$ cat config.mk
export PLATFORM = sky130hd
export DESIGN_NAME = mfps_inv_dist
export DESIGN_NICKNAME = d
export VERILOG_FILES = /design/src/hdl/mfps_pkg.sv /design/src/hdl/mfps_inv_dist.sv
export SDC_FILE = /design/constraint.sdc
export NUM_CORES = 1
export LEC_CHECK = 0
export ABC_AREA = 1
export BUFFER_PORTS_ARGS = -buffer_cell sky130_fd_sc_hd__buf_2
export CAP_MARGIN = 10
export CELL_PAD_IN_SITES_DETAIL_PLACEMENT = 2
export CELL_PAD_IN_SITES_GLOBAL_PLACEMENT = 2
export CORE_MARGIN = 2
export CORE_UTILIZATION = 30
export DETAILED_ROUTE_END_ITERATION = 16
export GPL_TIMING_DRIVEN = 1
export PLACE_DENSITY_LB_ADDON = 0.1
export SKIP_LAST_GASP = 1
export SLEW_MARGIN = 30
export SYNTH_ARGS = -nofsm -noshare
export SYNTH_HDL_FRONTEND = slang
export SYNTH_SLANG_ARGS = --single-unit
$ cat constraint.sdc
create_clock -name aclk -period 5.4 [get_ports aclk]
set_input_delay 1.08 -clock aclk [delete_from_list [all_inputs] [get_ports aclk]]
set_output_delay 1.08 -clock aclk [all_outputs]
set_load 0.005 [all_outputs]
$ cat src/hdl/mfps_pkg.sv
// Shared types and constants for the metaball field pixel shader.
// No dependencies; used by every module of the block.
package mfps_pkg;

    // Request codes carried on s_req_type.
    localparam logic [1:0] REQ_PIXEL   = 2'd0;
    localparam logic [1:0] REQ_TICK    = 2'd1;
    localparam logic [1:0] REQ_PALETTE = 2'd2;
    localparam logic [1:0] REQ_BALL    = 2'd3;

    // Configuration register indexes.
    localparam logic CFG_FRAME_WIDTH  = 1'b0;
    localparam logic CFG_FRAME_HEIGHT = 1'b1;

    // Fixed field widths.
    localparam int SPEED_W  = 7;
    localparam int WEIGHT_W = 16;
    localparam int LEVEL_W  = 8;
    localparam int RGB_W    = 24;
    localparam int FRAME_W  = 11;
    localparam int POS_W    = 10;
    localparam int Q_W      = 17;

    // Saturated field level and reset frame size.
    localparam logic [LEVEL_W-1:0] LEVEL_MAX    = 8'd255;
    localparam logic [FRAME_W-1:0] WIDTH_RESET  = 11'd640;
    localparam logic [FRAME_W-1:0] HEIGHT_RESET = 11'd480;

endpackage

$ cat src/hdl/mfps_inv_dist.sv
// Iterative rounded inverse distance: largest q with (2q-1)^2 * d2 <= 2^34.
// Depends on mfps_pkg for the result width.
module mfps_inv_dist #(
    parameter int D2W = 21
) (
    input  logic                      aclk,
    input  logic                      aresetn,
    input  logic                      start,
    input  logic [D2W-1:0]            d2,
    output logic                      done,
    output logic [mfps_pkg::Q_W-1:0]  q
);
    localparam int AW = D2W + 37;
    localparam logic signed [AW-1:0] LIMIT = AW'(64'd1 << 34);

    logic signed [AW-1:0] acc_reg, acc_next;
    logic signed [AW-1:0] bs_reg, bs_next;
    logic signed [AW-1:0] ds_reg, ds_next;
    logic [mfps_pkg::Q_W-1:0] bit_reg, bit_next;
    logic [mfps_pkg::Q_W-1:0] q_reg, q_next;
    logic done_reg, done_next;
    logic signed [AW-1:0] trial;
    logic                 take;
    logic signed [AW-1:0] d2_ext;

    // One result bit per cycle; acc holds t^2*d2, bs holds t*d2 scaled, ds d2 scaled.
    always_comb begin
        d2_ext   = signed'(AW'(d2));
        trial    = acc_reg + bs_reg + ds_reg;
        take     = (trial <= LIMIT);
        acc_next = acc_reg;
        bs_next  = bs_reg;
        ds_next  = ds_reg;
        bit_next = bit_reg;
        q_next   = q_reg;
        done_next = 1'b0;
        if (start) begin
            acc_next = d2_ext;
            bs_next  = -(d2_ext <<< 18);
            ds_next  = d2_ext <<< 34;
            bit_next = {1'b1, {(mfps_pkg::Q_W-1){1'b0}}};
            q_next   = '0;
        end else if (|bit_reg) begin
            if (take) begin
                acc_next = trial;
                q_next   = q_reg | bit_reg;
                bs_next  = (bs_reg + (ds_reg <<< 1)) >>> 1;
            end else begin
                bs_next  = bs_reg >>> 1;
            end
            ds_next   = ds_reg >>> 2;
            bit_next  = bit_reg >> 1;
            done_next = bit_reg[0];
        end
    end

    always_ff @(posedge aclk) begin
        if (!aresetn) begin
            bit_reg  <= '0;
            done_reg <= 1'b0;
        end else begin
            bit_reg  <= bit_next;
            done_reg <= done_next;
        end
        acc_reg <= acc_next;
        bs_reg  <= bs_next;
        ds_reg  <= ds_next;
        q_reg   <= q_next;
    end

    assign done = done_reg;
    assign q    = q_reg;
endmodule

# After elaboration in Yosys (flattened, before gate mapping)
# Index checks and enable logic that the tools add are counted.
# Widths: inputs -> output; s select.
# totals
regBits	206
latchBits	0
ram_bits	0
romBits	0
inputBits	24
out_inout_bits	18
elab_cells	35
n_memories	0
# op_classes
add_sub_neg	4
mul	0
div_mod_pow	0
order_cmp	1
eq_ne	0
shifts	0
n_mux	10
bitwise	3
n_reduce_logical	7
# ops
cell	count
$mux 58	3
$mux 55	2
$mux 21	3
$add 58x56->58	1
$add 58x57->58	1
$add 58x58->58	1
$le 58x36->1 const B	1
$neg 39->58	1
$mux 17	2
$or 17x17->17	1
$reduce_or 17->1	1
$reduce_and 2->1	2
$reduce_bool 2->1	2
$reduce_or 3->1	1
$not 1->1	2
$reduce_or 2->1	1

# Longest topological paths before layout
# Gate-level depths: netlist of the first run.
# depth
ltp_word	6
ltp_mapped	28
ltp_nobuf	26

# Worst setup path after synthesis of the first run
# Ideal clock, no wire load.
# synth_timing
kind	input port to flip-flop
from	input start
to	register bs_reg[0], enable pin
setup_time_ps	438
arrival_ps	3660
required_ps	4962
path_slack_ps	1301
stages	5
n_path_buf	3
cell_sequence	clkbuf_1 -> clkinv_1 -> clkbuf_1 -> clkbuf_1 -> nand2_1
# synth_via
elab_chain_len	1
# synth_rtl
item	line_no	text
from (decl)	mfps_inv_dist.sv:8	input logic start,
$reduce_bool 2->1 (no line)	-	
to (signal assigned)	mfps_inv_dist.sv:66	bs_reg <= bs_next;
to (decl)	mfps_inv_dist.sv:17	logic signed [AW-1:0] bs_reg, bs_next;
# No other way between the ends.
# A chain may end at the register's enable or synchronous reset.

# Worst setup path in the final report of the first run
# layout_timing
from	register bs_reg[1]
to	register bs_reg[9] (data pin)
# layout_via
elab_chain_len	6
elab_cells_between_ends	7
classes_between	add/sub: 3; order compare: 1; mux: 3
# layout_rtl
item	line_no	text
$add 58x58->58	mfps_inv_dist.sv:29	trial = acc_reg + bs_reg + ds_reg;
$add 58x56->58	mfps_inv_dist.sv:29	
$le 58x36->1	mfps_inv_dist.sv:30	take = (trial <= LIMIT);
$mux 58 *	mfps_inv_dist.sv:44	if (take) begin
$mux 58 *	mfps_inv_dist.sv:43	end else if (|bit_reg) begin
$mux 58 *	mfps_inv_dist.sv:37	if (start) begin
# Mark *: on every way between the ends. The rest lies on a longest branch, timed or not. The select of a mux whose other input is x is not followed.

==> metrics.txt, run 1 <==
# TYPE chip_impl_metric gauge
chip_impl_metric{name="worstSkewPairLatency",unit="ns"} 0.57
chip_impl_metric{name="netlist_area",unit="sq um"} 18700
chip_impl_metric{name="cts.reportedPaths.clkPinSlew",unit="ns"} 0.07
chip_impl_metric{name="grt_antenna_before_repair",unit=""} 4
chip_impl_metric{name="count_of_antenna_violating_nets_left_after_detailed_routing",unit=""} 0
chip_impl_metric{name="place_hpwl",unit="mm"} 71.8
chip_impl_metric{name="drt-total-wl",unit="mm"} 85.3
chip_impl_metric{name="grt_remaining_overflow",unit=""} 0
chip_impl_metric{name="cts.hold.buffers_added",unit=""} 0
chip_impl_info{name="path_cells",value="fa_1 > ha_1 > fa_1 > nand3_1 > nand3_1 > nand2_1 > nand2_1 > nand2_1 > nand2_1 > xnor2_1 > nand2_1 > nor2_1 > nand3b_1 > nor3_1 > nand3_1 > nand2_4 > buf_4 > o21ai_0 > nor2_1"} 1
chip_impl_metric{name="synth-seq-cells",unit=""} 206
chip_impl_metric{name="placementRows",unit=""} 91
chip_impl_metric{name="tightestPinTransition",unit="ns"} 1.03
chip_impl_metric{name="route.vias.total",unit=""} 18987
chip_impl_info{name="whs_endpoint",value="bit_reg[13]"} 1
chip_impl_metric{name="routedWlPerCell",unit="microns"} 22.9
chip_impl_metric{name="cts-htree-levels",unit=""} 1
chip_impl_metric{name="timing.reg2reg.worst_path_depth",unit=""} 19
chip_impl_metric{name="synth_cell_type_count",unit=""} 47
chip_impl_metric{name="finish.net_count",unit=""} 3064
chip_impl_info{name="critical_path_source_type",value="flop"} 1
chip_impl_metric{name="final_max_slew_viol_count",unit=""} 0
chip_impl_info{name="rr_endpoint",value="bs_reg[9]"} 1
chip_impl_metric{name="count_of_buffering_cells_on_the_critical_path_with_inverters_included",unit=""} 1
chip_impl_metric{name="clock_path_buffers",unit=""} 3
chip_impl_metric{name="mappedNetlistNets",unit=""} 3042
chip_impl_metric{name="finalCritPeriodShare",unit=""} 0.929
chip_impl_metric{name="totalNegativeSetupSlack",unit="ns"} 0
chip_impl_metric{name="portBuffers",unit=""} 41
chip_impl_info{name="cts_root_buffer",value="clkbuf_16"} 1
chip_impl_metric{name="post-synth-top-area-fraction",unit=""} 0.170
chip_impl_info{name="min-delay-path-class",value="flop to flop"} 1
chip_impl_metric{name="grt_start_max_net_pins",unit=""} 73
chip_impl_metric{name="timing_hold_violations_final",unit=""} 0
chip_impl_info{name="mostFrequentLayoutCell",value="nand2_1"} 1
chip_impl_info{name="tritoncts_clock_tree",value="built"} 1
chip_impl_info{name="worst_r2r_startpoint",value="bs_reg[1]"} 1
chip_impl_metric{name="r2r_slack",unit="ns"} 0.39
chip_impl_metric{name="slew-limit-headroom",unit=""} 0.305
chip_impl_metric{name="fin_crit",unit="ns"} 5.01
chip_impl_metric{name="number_of_global_route_vias_before_repair",unit=""} 20546
chip_impl_metric{name="clkSinkCount",unit=""} 206
chip_impl_info{name="post-synth-top-area-cell",value="nand2_1"} 1
chip_impl_metric{name="final_layout_size_suffix_gt1_frac",unit=""} 0.0488
chip_impl_info{name="outcome",value="completed"} 1
chip_impl_metric{name="die_w",unit="microns"} 254
chip_impl_metric{name="synth_enable_flop_cells",unit=""} 100
chip_impl_metric{name="post_route_skew",unit="ns"} 0.0353
chip_impl_info{name="min-delay-start",value="bit_reg[14]"} 1
chip_impl_metric{name="worst_ep_required_time",unit="ns"} 5.77
chip_impl_metric{name="initial_core_util",unit=""} 0.303
chip_impl_metric{name="post_cts_resized",unit=""} 0
chip_impl_metric{name="yosysWarningCount",unit=""} 0
chip_impl_metric{name="first_iter_violations",unit=""} 976
chip_impl_info{name="postSynth.topFlopCell",value="dfxtp_1"} 1
chip_impl_metric{name="wire_length_of_the_first_global_routing_pass",unit="mm"} 128
chip_impl_metric{name="maxCapViolCount",unit=""} 0
chip_impl_metric{name="post_synth_inst_count",unit=""} 2847
chip_impl_metric{name="floorplan.io_pins",unit=""} 42
chip_impl_info{name="crit_path_end_kind",value="flop"} 1
chip_impl_metric{name="detail_route.drc_violations",unit=""} 0
chip_impl_info{name="timing_worst_setup_path_type",value="flop to flop"} 1
chip_impl_metric{name="synth_async_sr_flop_share",unit=""} 0
chip_impl_info{name="grt_setup_unrepaired",value="false"} 1
chip_impl_info{name="synth_top_cells_by_area",value="nand2_1, edfxtp_1, dfxtp_1, inv_1, ha_1"} 1
chip_impl_metric{name="setup-violations-final",unit=""} 0
chip_impl_metric{name="worstPathArrival",unit="ns"} 5.38
chip_impl_info{name="mostFrequentLayoutCells",value="nand2_1, inv_1, nor2_1"} 1
chip_impl_info{name="path_common_cell",value="nand2_1"} 1
chip_impl_metric{name="detailedRoute.firstPassIterationCount",unit=""} 5
chip_impl_metric{name="critical-path-max-stage-delay",unit="ns"} 0.49
chip_impl_metric{name="fmax",unit="MHz"} 199
chip_impl_metric{name="biggest_fanout_along_the_worst_timing_path",unit=""} 29
chip_impl_metric{name="track_usage",unit=""} 0.265
chip_impl_metric{name="design.core.area",unit="sq um"} 61600
chip_impl_metric{name="postCtsSetupBuffers",unit=""} 0
chip_impl_metric{name="fillCellCount",unit=""} 7525
chip_impl_info{name="cp_slowest_cell",value="fa_1"} 1
chip_impl_info{name="path_delay_family",value="simple AND/OR/NAND/NOR gates"} 1
chip_impl_metric{name="die-height",unit="microns"} 254
chip_impl_metric{name="cts_made_buffers",unit=""} 25
chip_impl_metric{name="detail_route.vias_per_cell",unit=""} 5.09
chip_impl_metric{name="hold-path-cell-count",unit=""} 2
chip_impl_metric{name="finalWeightedCongestion",unit=""} 0.889
chip_impl_metric{name="synth.yosys.seq_area_share",unit=""} 0.274
chip_impl_metric{name="relative_area_change_from_synthesis_to_final_layout",unit="%"} 10.9
chip_impl_metric{name="fp.dieArea",unit="sq um"} 64300
chip_impl_metric{name="post_synth.cell_area_avg",unit="sq um"} 6.56
[worst max path at each step]
stage | slack (ns) | depth (start not counted) | start | to
after CTS | 0.25 | 19 | bs_reg[1] | bs_reg[9]
after detailed placement | 0.27 | 19 | bs_reg[1] | bs_reg[9]
final | 0.39 | 19 | bs_reg[1] | bs_reg[9]
after global routing | 0.06 | 21 | bs_reg[1] | bs_reg[9]
after floorplan | 1.30 | 5 | start | bs_reg[0]
after global placement | 0.34 | 19 | bs_reg[18] | bs_reg[19]
[per-stage QoR]
step / instances / util / worst slack, ns / hold slack [ns] / instance area (sq um)
5_1_grt: 3725 / 0.336 / 0.0617 / 0.479 / 20700
3_5_place_dp: 3679 / 0.322 / 0.271 / 0.445 / 19800
2_1_floorplan: 2847 / - / 1.30 / 0.421 / 18700
3_3_place_gp: 3679 / 0.322 / 0.342 / 0.435 / 19800
4_1_cts: 3725 / 0.336 / 0.251 / 0.454 / 20700
6_report: 3727 / 0.337 / 0.386 / 0.450 / 20700
[worst register-to-register path, cell delays in order (launching register included)]
cell and delay (ns):
edfxtp_1 0.46, fa_1 0.49, ha_1 0.29, fa_1 0.46
nand3_1 0.11, nand3_1 0.20, nand2_1 0.12, nand2_1 0.15
nand2_1 0.10, nand2_1 0.17, xnor2_1 0.38, nand2_1 0.11
nor2_1 0.12, nand3b_1 0.12, nor3_1 0.35, nand3_1 0.27
nand2_4 0.21, buf_4 0.34, o21ai_0 0.19, nor2_1 0.22
[per-layer routing]
metal / share of wire / global-route usage / up-vias
li1: - / - / 9123
met1: 0.44 / 0.335 / 9453
met2: 0.51 / 0.487 / 313
met3: 0.032 / 0.0229 / 98
met4: 0.025 / 0.0595 / 0
met5: 0 / 0 / -
[kinds of logic after synthesis]
family | after synthesis | synth area share
compound gates | 375 | 0.108
fa+ha+maj | 171 | 0.137
buf+inv | 497 | 0.104
flops | 206 | 0.274
xor+xnor | 79 | 0.0370
simple gates | 1519 | 0.339
[Yosys cell counts (3+ instances only)]
| cell | number |
|---|---|
| edfxtp_1 | 100 |
| nand4_1 | 32 |
| inv_2 | 8 |
| nand3_2 | 3 |
| xnor2_1 | 49 |
| buf_2 | 17 |
| nor3_2 | 4 |
| xor2_1 | 30 |
| nand3b_1 | 59 |
| o21bai_1 | 10 |
| nor3_1 | 22 |
| a21boi_0 | 5 |
| buf_6 | 5 |
| nor2_2 | 7 |
| inv_1 | 419 |
| dfxtp_1 | 106 |
| fa_1 | 57 |
| a21oi_1 | 181 |
| buf_1 | 6 |
| nand2_1 | 846 |
| o21ai_0 | 136 |
| ha_1 | 114 |
| a221oi_1 | 4 |
| a21o_1 | 10 |
| nor4_1 | 4 |
| nand3_1 | 162 |
| and2_1 | 3 |
| o21a_1 | 3 |
| nor2_1 | 370 |
| o211ai_1 | 5 |
| clkbuf_1 | 36 |
| a31oi_1 | 12 |
[cell type report]
class                           instances  area (sq um)  area share
Clock inverter                         11          97.6     0.00471
Multi-Input combinational cell       2144         11600       0.562
Timing Repair Buffer                   63           424      0.0205
Antenna cell                            2          5.00    0.000241
Clock buffer                           35           778      0.0375
Sequential cell                       206          5120       0.247
Inverter                              429          1610      0.0778
Tap cell                              837          1050      0.0505
Power of run 1 is left out: the tool's default activity adds up to more than one toggle a clock period on the data nets, which glitch-free logic cannot reach.
==> run 2: changes to the inputs <==
- CORE_UTILIZATION: 30 -> 39
- CTS_CLUSTER_DIAMETER: default -> 30
- clock period: 5.4 -> 6 ns (I/O delays scaled with it)
==> run 2 against run 1 <==
Compared with the run above:
- final cell count is 4.9% lower
- core utilization rose by 11 points
- wire length grew 14%
- non-clock buffer count fell by 7
- register-to-register slack better by 0.29 ns
- highest routed layer unchanged
- critical path depth up 2
- clock-buffer cell count increased by 23
==> metrics.txt, run 2 (same netlist as run 1, synthesis figures left out) <==
# TYPE chip_impl_metric gauge
chip_impl_info{name="outcome",value="completed"} 1
chip_impl_metric{name="number_of_global_route_vias_before_repair",unit=""} 22984
chip_impl_metric{name="regArea",unit="sq um"} 5120
chip_impl_info{name="path_delay_family",value="simple AND/OR/NAND/NOR gates"} 1
chip_impl_metric{name="grt_start_max_net_pins",unit=""} 85
chip_impl_metric{name="cts.reportedPaths.clkPinSlew",unit="ns"} 0.05
chip_impl_info{name="cts_root_buffer",value="clkbuf_16"} 1
chip_impl_metric{name="die_w",unit="microns"} 223
chip_impl_metric{name="cts.hold.buffers_added",unit=""} 0
chip_impl_metric{name="portBuffers",unit=""} 41
chip_impl_metric{name="floorplan.io_pins",unit=""} 42
chip_impl_metric{name="min_hold_slack",unit="ns"} 0.465
chip_impl_info{name="mostFrequentLayoutCell",value="nand2_1"} 1
chip_impl_metric{name="wire_length_of_the_first_global_routing_pass",unit="mm"} 145
chip_impl_metric{name="finalCritPeriodShare",unit=""} 0.887
chip_impl_metric{name="count_of_buffering_cells_on_the_critical_path_with_inverters_included",unit=""} 2
chip_impl_metric{name="drt-total-wl",unit="mm"} 96.9
chip_impl_metric{name="maxCapViolCount",unit=""} 0
chip_impl_metric{name="tightestPinTransition",unit="ns"} 1.11
chip_impl_metric{name="post_route_skew",unit="ns"} 0.0190
chip_impl_metric{name="worst_ep_required_time",unit="ns"} 6.23
chip_impl_metric{name="final_layout_size_suffix_gt1_frac",unit=""} 0.0605
chip_impl_info{name="grt_setup_unrepaired",value="false"} 1
chip_impl_metric{name="design.core.area",unit="sq um"} 47500
chip_impl_info{name="min-delay-start",value="bit_reg[3]"} 1
chip_impl_metric{name="clkSinkCount",unit=""} 206
chip_impl_info{name="critical_path_source_type",value="flop"} 1
chip_impl_metric{name="timing_hold_violations_final",unit=""} 0
chip_impl_metric{name="place_hpwl",unit="mm"} 70.1
chip_impl_metric{name="fillCellCount",unit=""} 5759
chip_impl_metric{name="relative_area_change_from_synthesis_to_final_layout",unit="%"} 13.5
chip_impl_metric{name="timing.reg2reg.worst_path_depth",unit=""} 21
chip_impl_metric{name="r2r_slack",unit="ns"} 0.68
chip_impl_metric{name="fin_crit",unit="ns"} 5.32
chip_impl_metric{name="clock_path_buffers",unit=""} 3
chip_impl_metric{name="placed_cells",unit=""} 3450
chip_impl_metric{name="die-height",unit="microns"} 223
chip_impl_metric{name="cts_made_buffers",unit=""} 50
chip_impl_metric{name="finalWeightedCongestion",unit=""} 0.945
chip_impl_info{name="tritoncts_clock_tree",value="built"} 1
chip_impl_metric{name="detailedRoute.firstPassIterationCount",unit=""} 6
chip_impl_metric{name="final_max_slew_viol_count",unit=""} 0
chip_impl_metric{name="routedWlPerCell",unit="microns"} 27.3
chip_impl_metric{name="critical-path-max-stage-delay",unit="ns"} 0.52
chip_impl_metric{name="detail_route.drc_violations",unit=""} 0
chip_impl_metric{name="finish.net_count",unit=""} 3082
chip_impl_metric{name="placedInstanceArea",unit="sq um"} 19500
chip_impl_metric{name="cts-htree-levels",unit=""} 2
chip_impl_info{name="path_cells",value="fa_1 > ha_1 > fa_1 > nand3_1 > nand3_1 > nand2_1 > nand2_1 > nand2_1 > nand3_1 > nand2_1 > nand4_1 > nand2_1 > nand2_1 > nor2_1 > nand3_1 > inv_1 > nand3_1 > nand2_4 > nand2_2 > nand2_1 > buf_4"} 1
chip_impl_metric{name="finalInstanceArea",unit="sq um"} 21200
chip_impl_metric{name="count_of_antenna_violating_nets_left_after_detailed_routing",unit=""} 0
chip_impl_metric{name="totalNegativeSetupSlack",unit="ns"} 0
chip_impl_info{name="crit_path_from",value="bs_reg[1]"} 1
chip_impl_metric{name="detail_route.vias_per_cell",unit=""} 5.81
chip_impl_metric{name="worstSkewPairLatency",unit="ns"} 0.58
chip_impl_metric{name="layoutNonFillerInstCount",unit=""} 3544
chip_impl_metric{name="post_cts_resized",unit=""} 0
chip_impl_info{name="path_common_cell",value="nand2_1"} 1
chip_impl_metric{name="route.vias.total",unit=""} 20600
chip_impl_metric{name="fp.dieArea",unit="sq um"} 49700
chip_impl_metric{name="postCtsSetupBuffers",unit=""} 0
chip_impl_metric{name="biggest_fanout_along_the_worst_timing_path",unit=""} 22
chip_impl_metric{name="fmax",unit="MHz"} 188
chip_impl_metric{name="grt_antenna_before_repair",unit=""} 2
chip_impl_metric{name="placementRows",unit=""} 80
chip_impl_info{name="mostFrequentLayoutCells",value="nand2_1, inv_1, nor2_1"} 1
chip_impl_metric{name="area_of_the_multi_input_gates",unit="sq um"} 11600
chip_impl_info{name="crit_path_end_kind",value="flop"} 1
chip_impl_metric{name="track_usage",unit=""} 0.389
chip_impl_metric{name="setup-violations-final",unit=""} 0
chip_impl_info{name="min-delay-path-class",value="flop to flop"} 1
chip_impl_metric{name="slew-limit-headroom",unit=""} 0.250
chip_impl_metric{name="initial_core_util",unit=""} 0.393
chip_impl_info{name="whs_endpoint",value="bit_reg[2]"} 1
chip_impl_metric{name="hold-path-cell-count",unit=""} 2
chip_impl_metric{name="grt_remaining_overflow",unit=""} 0
chip_impl_metric{name="worstPathArrival",unit="ns"} 5.54
chip_impl_info{name="timing_worst_setup_path_type",value="flop to flop"} 1
chip_impl_metric{name="first_iter_violations",unit=""} 1564
chip_impl_info{name="cp_slowest_cell",value="fa_1"} 1
chip_impl_info{name="rr_endpoint",value="acc_reg[0]"} 1
chip_impl_info{name="worst_r2r_startpoint",value="bs_reg[1]"} 1
-- run 2: changes by cell type in the layout (fill, tap and decap cells not counted), moves of 2 or more --
cell / change
clkbuf_1: +3
clkinv_4: +2
inv_6: +2
inv_4: +2
clkbuf_16: +24
bufinv_16: +5
buf_12: -4
clkbuf_8: -3
clkinvlp_4: +8
clkinv_2: +3
buf_4: -2
-- run 2: final cells by class --
cell class	count	share of cell area
multi-input cells	2144	0.549
inverters	429	0.0760
clock inverters	35	0.0184
flip-flops and latches	206	0.242
clock buffers	58	0.0634
well taps	615	0.0363
repair buffers	56	0.0150
diodes	1	0.000118
-- run 2: metrics by stage --
step / util / setup slack (ns)
floorplan: - / 1.78
CTS: 0.446 / 0.770
global route: 0.446 / 0.507
finish: 0.446 / 0.680
detailed placement: 0.410 / 0.896
global placement: 0.409 / 1.10
-- run 2: how the worst max path moves through the flow --
stage                        to  slack (ns)  cells past startpoint
floorplan             bs_reg[0]        1.78                      5
global placement    acc_reg[14]        1.10                     21
detailed placement   acc_reg[1]        0.90                     21
CTS                  acc_reg[6]        0.77                     21
global route        acc_reg[10]        0.51                     21
finish               acc_reg[0]        0.68                     21
-- run 2: layer usage --
metal	vias up	track usage	wire length, microns
met5	-	0	0
met2	766	0.687	47500
met3	331	0.0474	4440
li1	9184	-	-
met1	10319	0.444	37900
met4	0	0.249	7070
-- run 2: worst min-delay path: cells and delay by family, from the launching register on --
kind / cells / cell delay, ns
DFF: 1 / 0.33
buffers and inverters: 1 / 0.06
and+or+nand+nor: 1 / 0.04
Power of run 2 is left out for the same reason.
==> run 3: changes to the inputs <==
- RECOVER_POWER: default -> 50
==> run 3 against run 2 <==
Compared with the run above:
- the flow now finishes with violations (max-capacitance violations, max-slew violations)
- core utilization shrank 0.092 points
- non-clock buffer count unchanged
- worst hold slack about the same
- worst setup slack worse by 0.021 ns
- sequential share of layout area barely moved
==> metrics.txt, run 3 (same netlist as run 1, synthesis figures left out) <==
# TYPE chip_impl_metric gauge
chip_impl_info{name="outcome",value="finished with violations"} 1
chip_impl_info{name="failed_checks",value="max-capacitance violations, max-slew violations"} 1
chip_impl_metric{name="die-height",unit="microns"} 223
chip_impl_metric{name="slew-limit-headroom",unit=""} -1.50
chip_impl_metric{name="first_iter_violations",unit=""} 1601
chip_impl_metric{name="cts.reportedPaths.clkPinSlew",unit="ns"} 0.06
chip_impl_metric{name="critical-path-max-stage-delay",unit="ns"} 2.65
chip_impl_metric{name="place_hpwl",unit="mm"} 70.1
chip_impl_metric{name="number_of_global_route_vias_before_repair",unit=""} 22984
chip_impl_metric{name="finish.net_count",unit=""} 3082
chip_impl_info{name="crit_path_from",value="start"} 1
chip_impl_info{name="critical_path_source_type",value="input pin"} 1
chip_impl_metric{name="drt-total-wl",unit="mm"} 96.9
chip_impl_metric{name="hold-path-cell-count",unit=""} 2
chip_impl_metric{name="worst_ep_required_time",unit="ns"} 6.30
chip_impl_metric{name="fmax",unit="MHz"} 187
chip_impl_info{name="mostFrequentLayoutCells",value="nand2_1, inv_1, nor2_1"} 1
chip_impl_metric{name="clock_path_buffers",unit=""} 3
chip_impl_metric{name="setup-violations-final",unit=""} 0
chip_impl_metric{name="finalWeightedCongestion",unit=""} 0.945
chip_impl_metric{name="count_of_antenna_violating_nets_left_after_detailed_routing",unit=""} 0
chip_impl_info{name="grt_setup_unrepaired",value="false"} 1
chip_impl_metric{name="finalCritPeriodShare",unit=""} 0.890
chip_impl_metric{name="detail_route.vias_per_cell",unit=""} 5.80
chip_impl_metric{name="detailedRoute.firstPassIterationCount",unit=""} 5
chip_impl_metric{name="cts-htree-levels",unit=""} 2
chip_impl_info{name="cp_slowest_cell",value="clkbuf_1"} 1
chip_impl_metric{name="route.vias.total",unit=""} 20553
chip_impl_info{name="timing_worst_setup_path_type",value="input pin to flop"} 1
chip_impl_metric{name="timing.reg2reg.worst_path_depth",unit=""} 22
chip_impl_metric{name="final_layout_size_suffix_gt1_frac",unit=""} 0.0546
chip_impl_metric{name="grt_remaining_overflow",unit=""} 0
chip_impl_metric{name="post_cts_resized",unit=""} 0
chip_impl_metric{name="worstSkewPairLatency",unit="ns"} 0.58
chip_impl_info{name="whs_endpoint",value="bit_reg[2]"} 1
chip_impl_info{name="path_cells",value="clkbuf_1 > clkbuf_1 > nand2_1 > o21ai_0"} 1
chip_impl_metric{name="portBuffers",unit=""} 41
chip_impl_metric{name="die_w",unit="microns"} 223
chip_impl_metric{name="fin_crit",unit="ns"} 5.34
chip_impl_metric{name="antenna-diode-count",unit=""} 0
chip_impl_info{name="path_common_cell",value="clkbuf_1"} 1
chip_impl_metric{name="wire_length_of_the_first_global_routing_pass",unit="mm"} 145
chip_impl_info{name="cts_root_buffer",value="clkbuf_16"} 1
chip_impl_metric{name="tightestPinTransition",unit="ns"} 3.75
chip_impl_metric{name="floorplan.io_pins",unit=""} 42
chip_impl_info{name="min-delay-path-class",value="flop to flop"} 1
chip_impl_metric{name="grt_antenna_before_repair",unit=""} 2
chip_impl_metric{name="relative_area_change_from_synthesis_to_final_layout",unit="%"} 13.3
chip_impl_metric{name="r2r_slack",unit="ns"} 0.69
chip_impl_metric{name="design.core.area",unit="sq um"} 47500
chip_impl_metric{name="post_route_skew",unit="ns"} 0.0210
chip_impl_metric{name="cts.hold.buffers_added",unit=""} 0
chip_impl_metric{name="grt_start_max_net_pins",unit=""} 85
chip_impl_info{name="tritoncts_clock_tree",value="built"} 1
chip_impl_metric{name="biggest_fanout_along_the_worst_timing_path",unit=""} 72
chip_impl_metric{name="initial_core_util",unit=""} 0.393
chip_impl_metric{name="placementRows",unit=""} 80
chip_impl_metric{name="worstPathArrival",unit="ns"} 5.64
chip_impl_info{name="worst_r2r_startpoint",value="bs_reg[1]"} 1
chip_impl_metric{name="track_usage",unit=""} 0.389
chip_impl_info{name="min-delay-start",value="bit_reg[3]"} 1
chip_impl_metric{name="totalNegativeSetupSlack",unit="ns"} 0
chip_impl_info{name="rr_endpoint",value="bs_reg[9]"} 1
chip_impl_metric{name="fp.dieArea",unit="sq um"} 49700
chip_impl_metric{name="cts_made_buffers",unit=""} 50
chip_impl_metric{name="maxCapViolCount",unit=""} 4
chip_impl_metric{name="detail_route.drc_violations",unit=""} 0
chip_impl_metric{name="clkSinkCount",unit=""} 206
chip_impl_metric{name="final_max_slew_viol_count",unit=""} 279
chip_impl_info{name="crit_path_end_kind",value="flop"} 1
chip_impl_metric{name="timing_hold_violations_final",unit=""} 0
chip_impl_info{name="mostFrequentLayoutCell",value="nand2_1"} 1
chip_impl_metric{name="postCtsSetupBuffers",unit=""} 0
chip_impl_metric{name="routedWlPerCell",unit="microns"} 27.4
run 3: cell count changes in the layout (fill, tap and decap cells not counted), sizes merged:
cell,before,now
clkbuf,58,75
diode,1,0
clkinvlp,8,9
inv,435,434
buf,56,39
run 3: final cells by class:
| type | instances | area [sq um] |
|---|---|---|
| well taps | 615 | 769 |
| inverters | 429 | 1610 |
| repair buffers | 56 | 292 |
| clock buffers | 58 | 1340 |
| fillers | 5777 | 26400 |
| multi-input cells | 2144 | 11600 |
| clock inverters | 35 | 390 |
| flip-flops and latches | 206 | 5120 |
run 3: how the worst max path moves through the flow:
stage	to	slack, ns	cells after the start
finish	acc_reg[13]	0.66	4
global route	bs_reg[9]	0.47	22
CTS	acc_reg[6]	0.77	21
detailed placement	acc_reg[1]	0.90	21
global placement	acc_reg[14]	1.10	21
floorplan	bs_reg[0]	1.78	5
run 3: metrics by stage:
stage | hold slack (ns) | cells | setup slack [ns] | area, sq um | util
global placement | 0.435 | 3450 | 1.10 | 19500 | 0.409
detailed placement | 0.449 | 3450 | 0.896 | 19500 | 0.410
CTS | 0.469 | 3543 | 0.770 | 21200 | 0.446
global route | 0.483 | 3543 | 0.470 | 21200 | 0.445
finish | 0.465 | 3543 | 0.660 | 21200 | 0.445
floorplan | 0.421 | 2847 | 1.78 | 18700 | -
run 3: critical path, delay by kind of cell:
family	cells	cell delay [ns]
simple gates	1	1.05
buf+inv	2	2.79
compound gates	1	0.57
run 3: layer usage:
metal  vias up  wire length (microns)  track usage
met3       338                   4520       0.0474
met5         -                      0            0
met1     10283                  37800        0.444
met2       757                  47400        0.687
met4         0                   7180        0.249
li1       9175                      -            -
Power of run 3 is left out for the same reason.
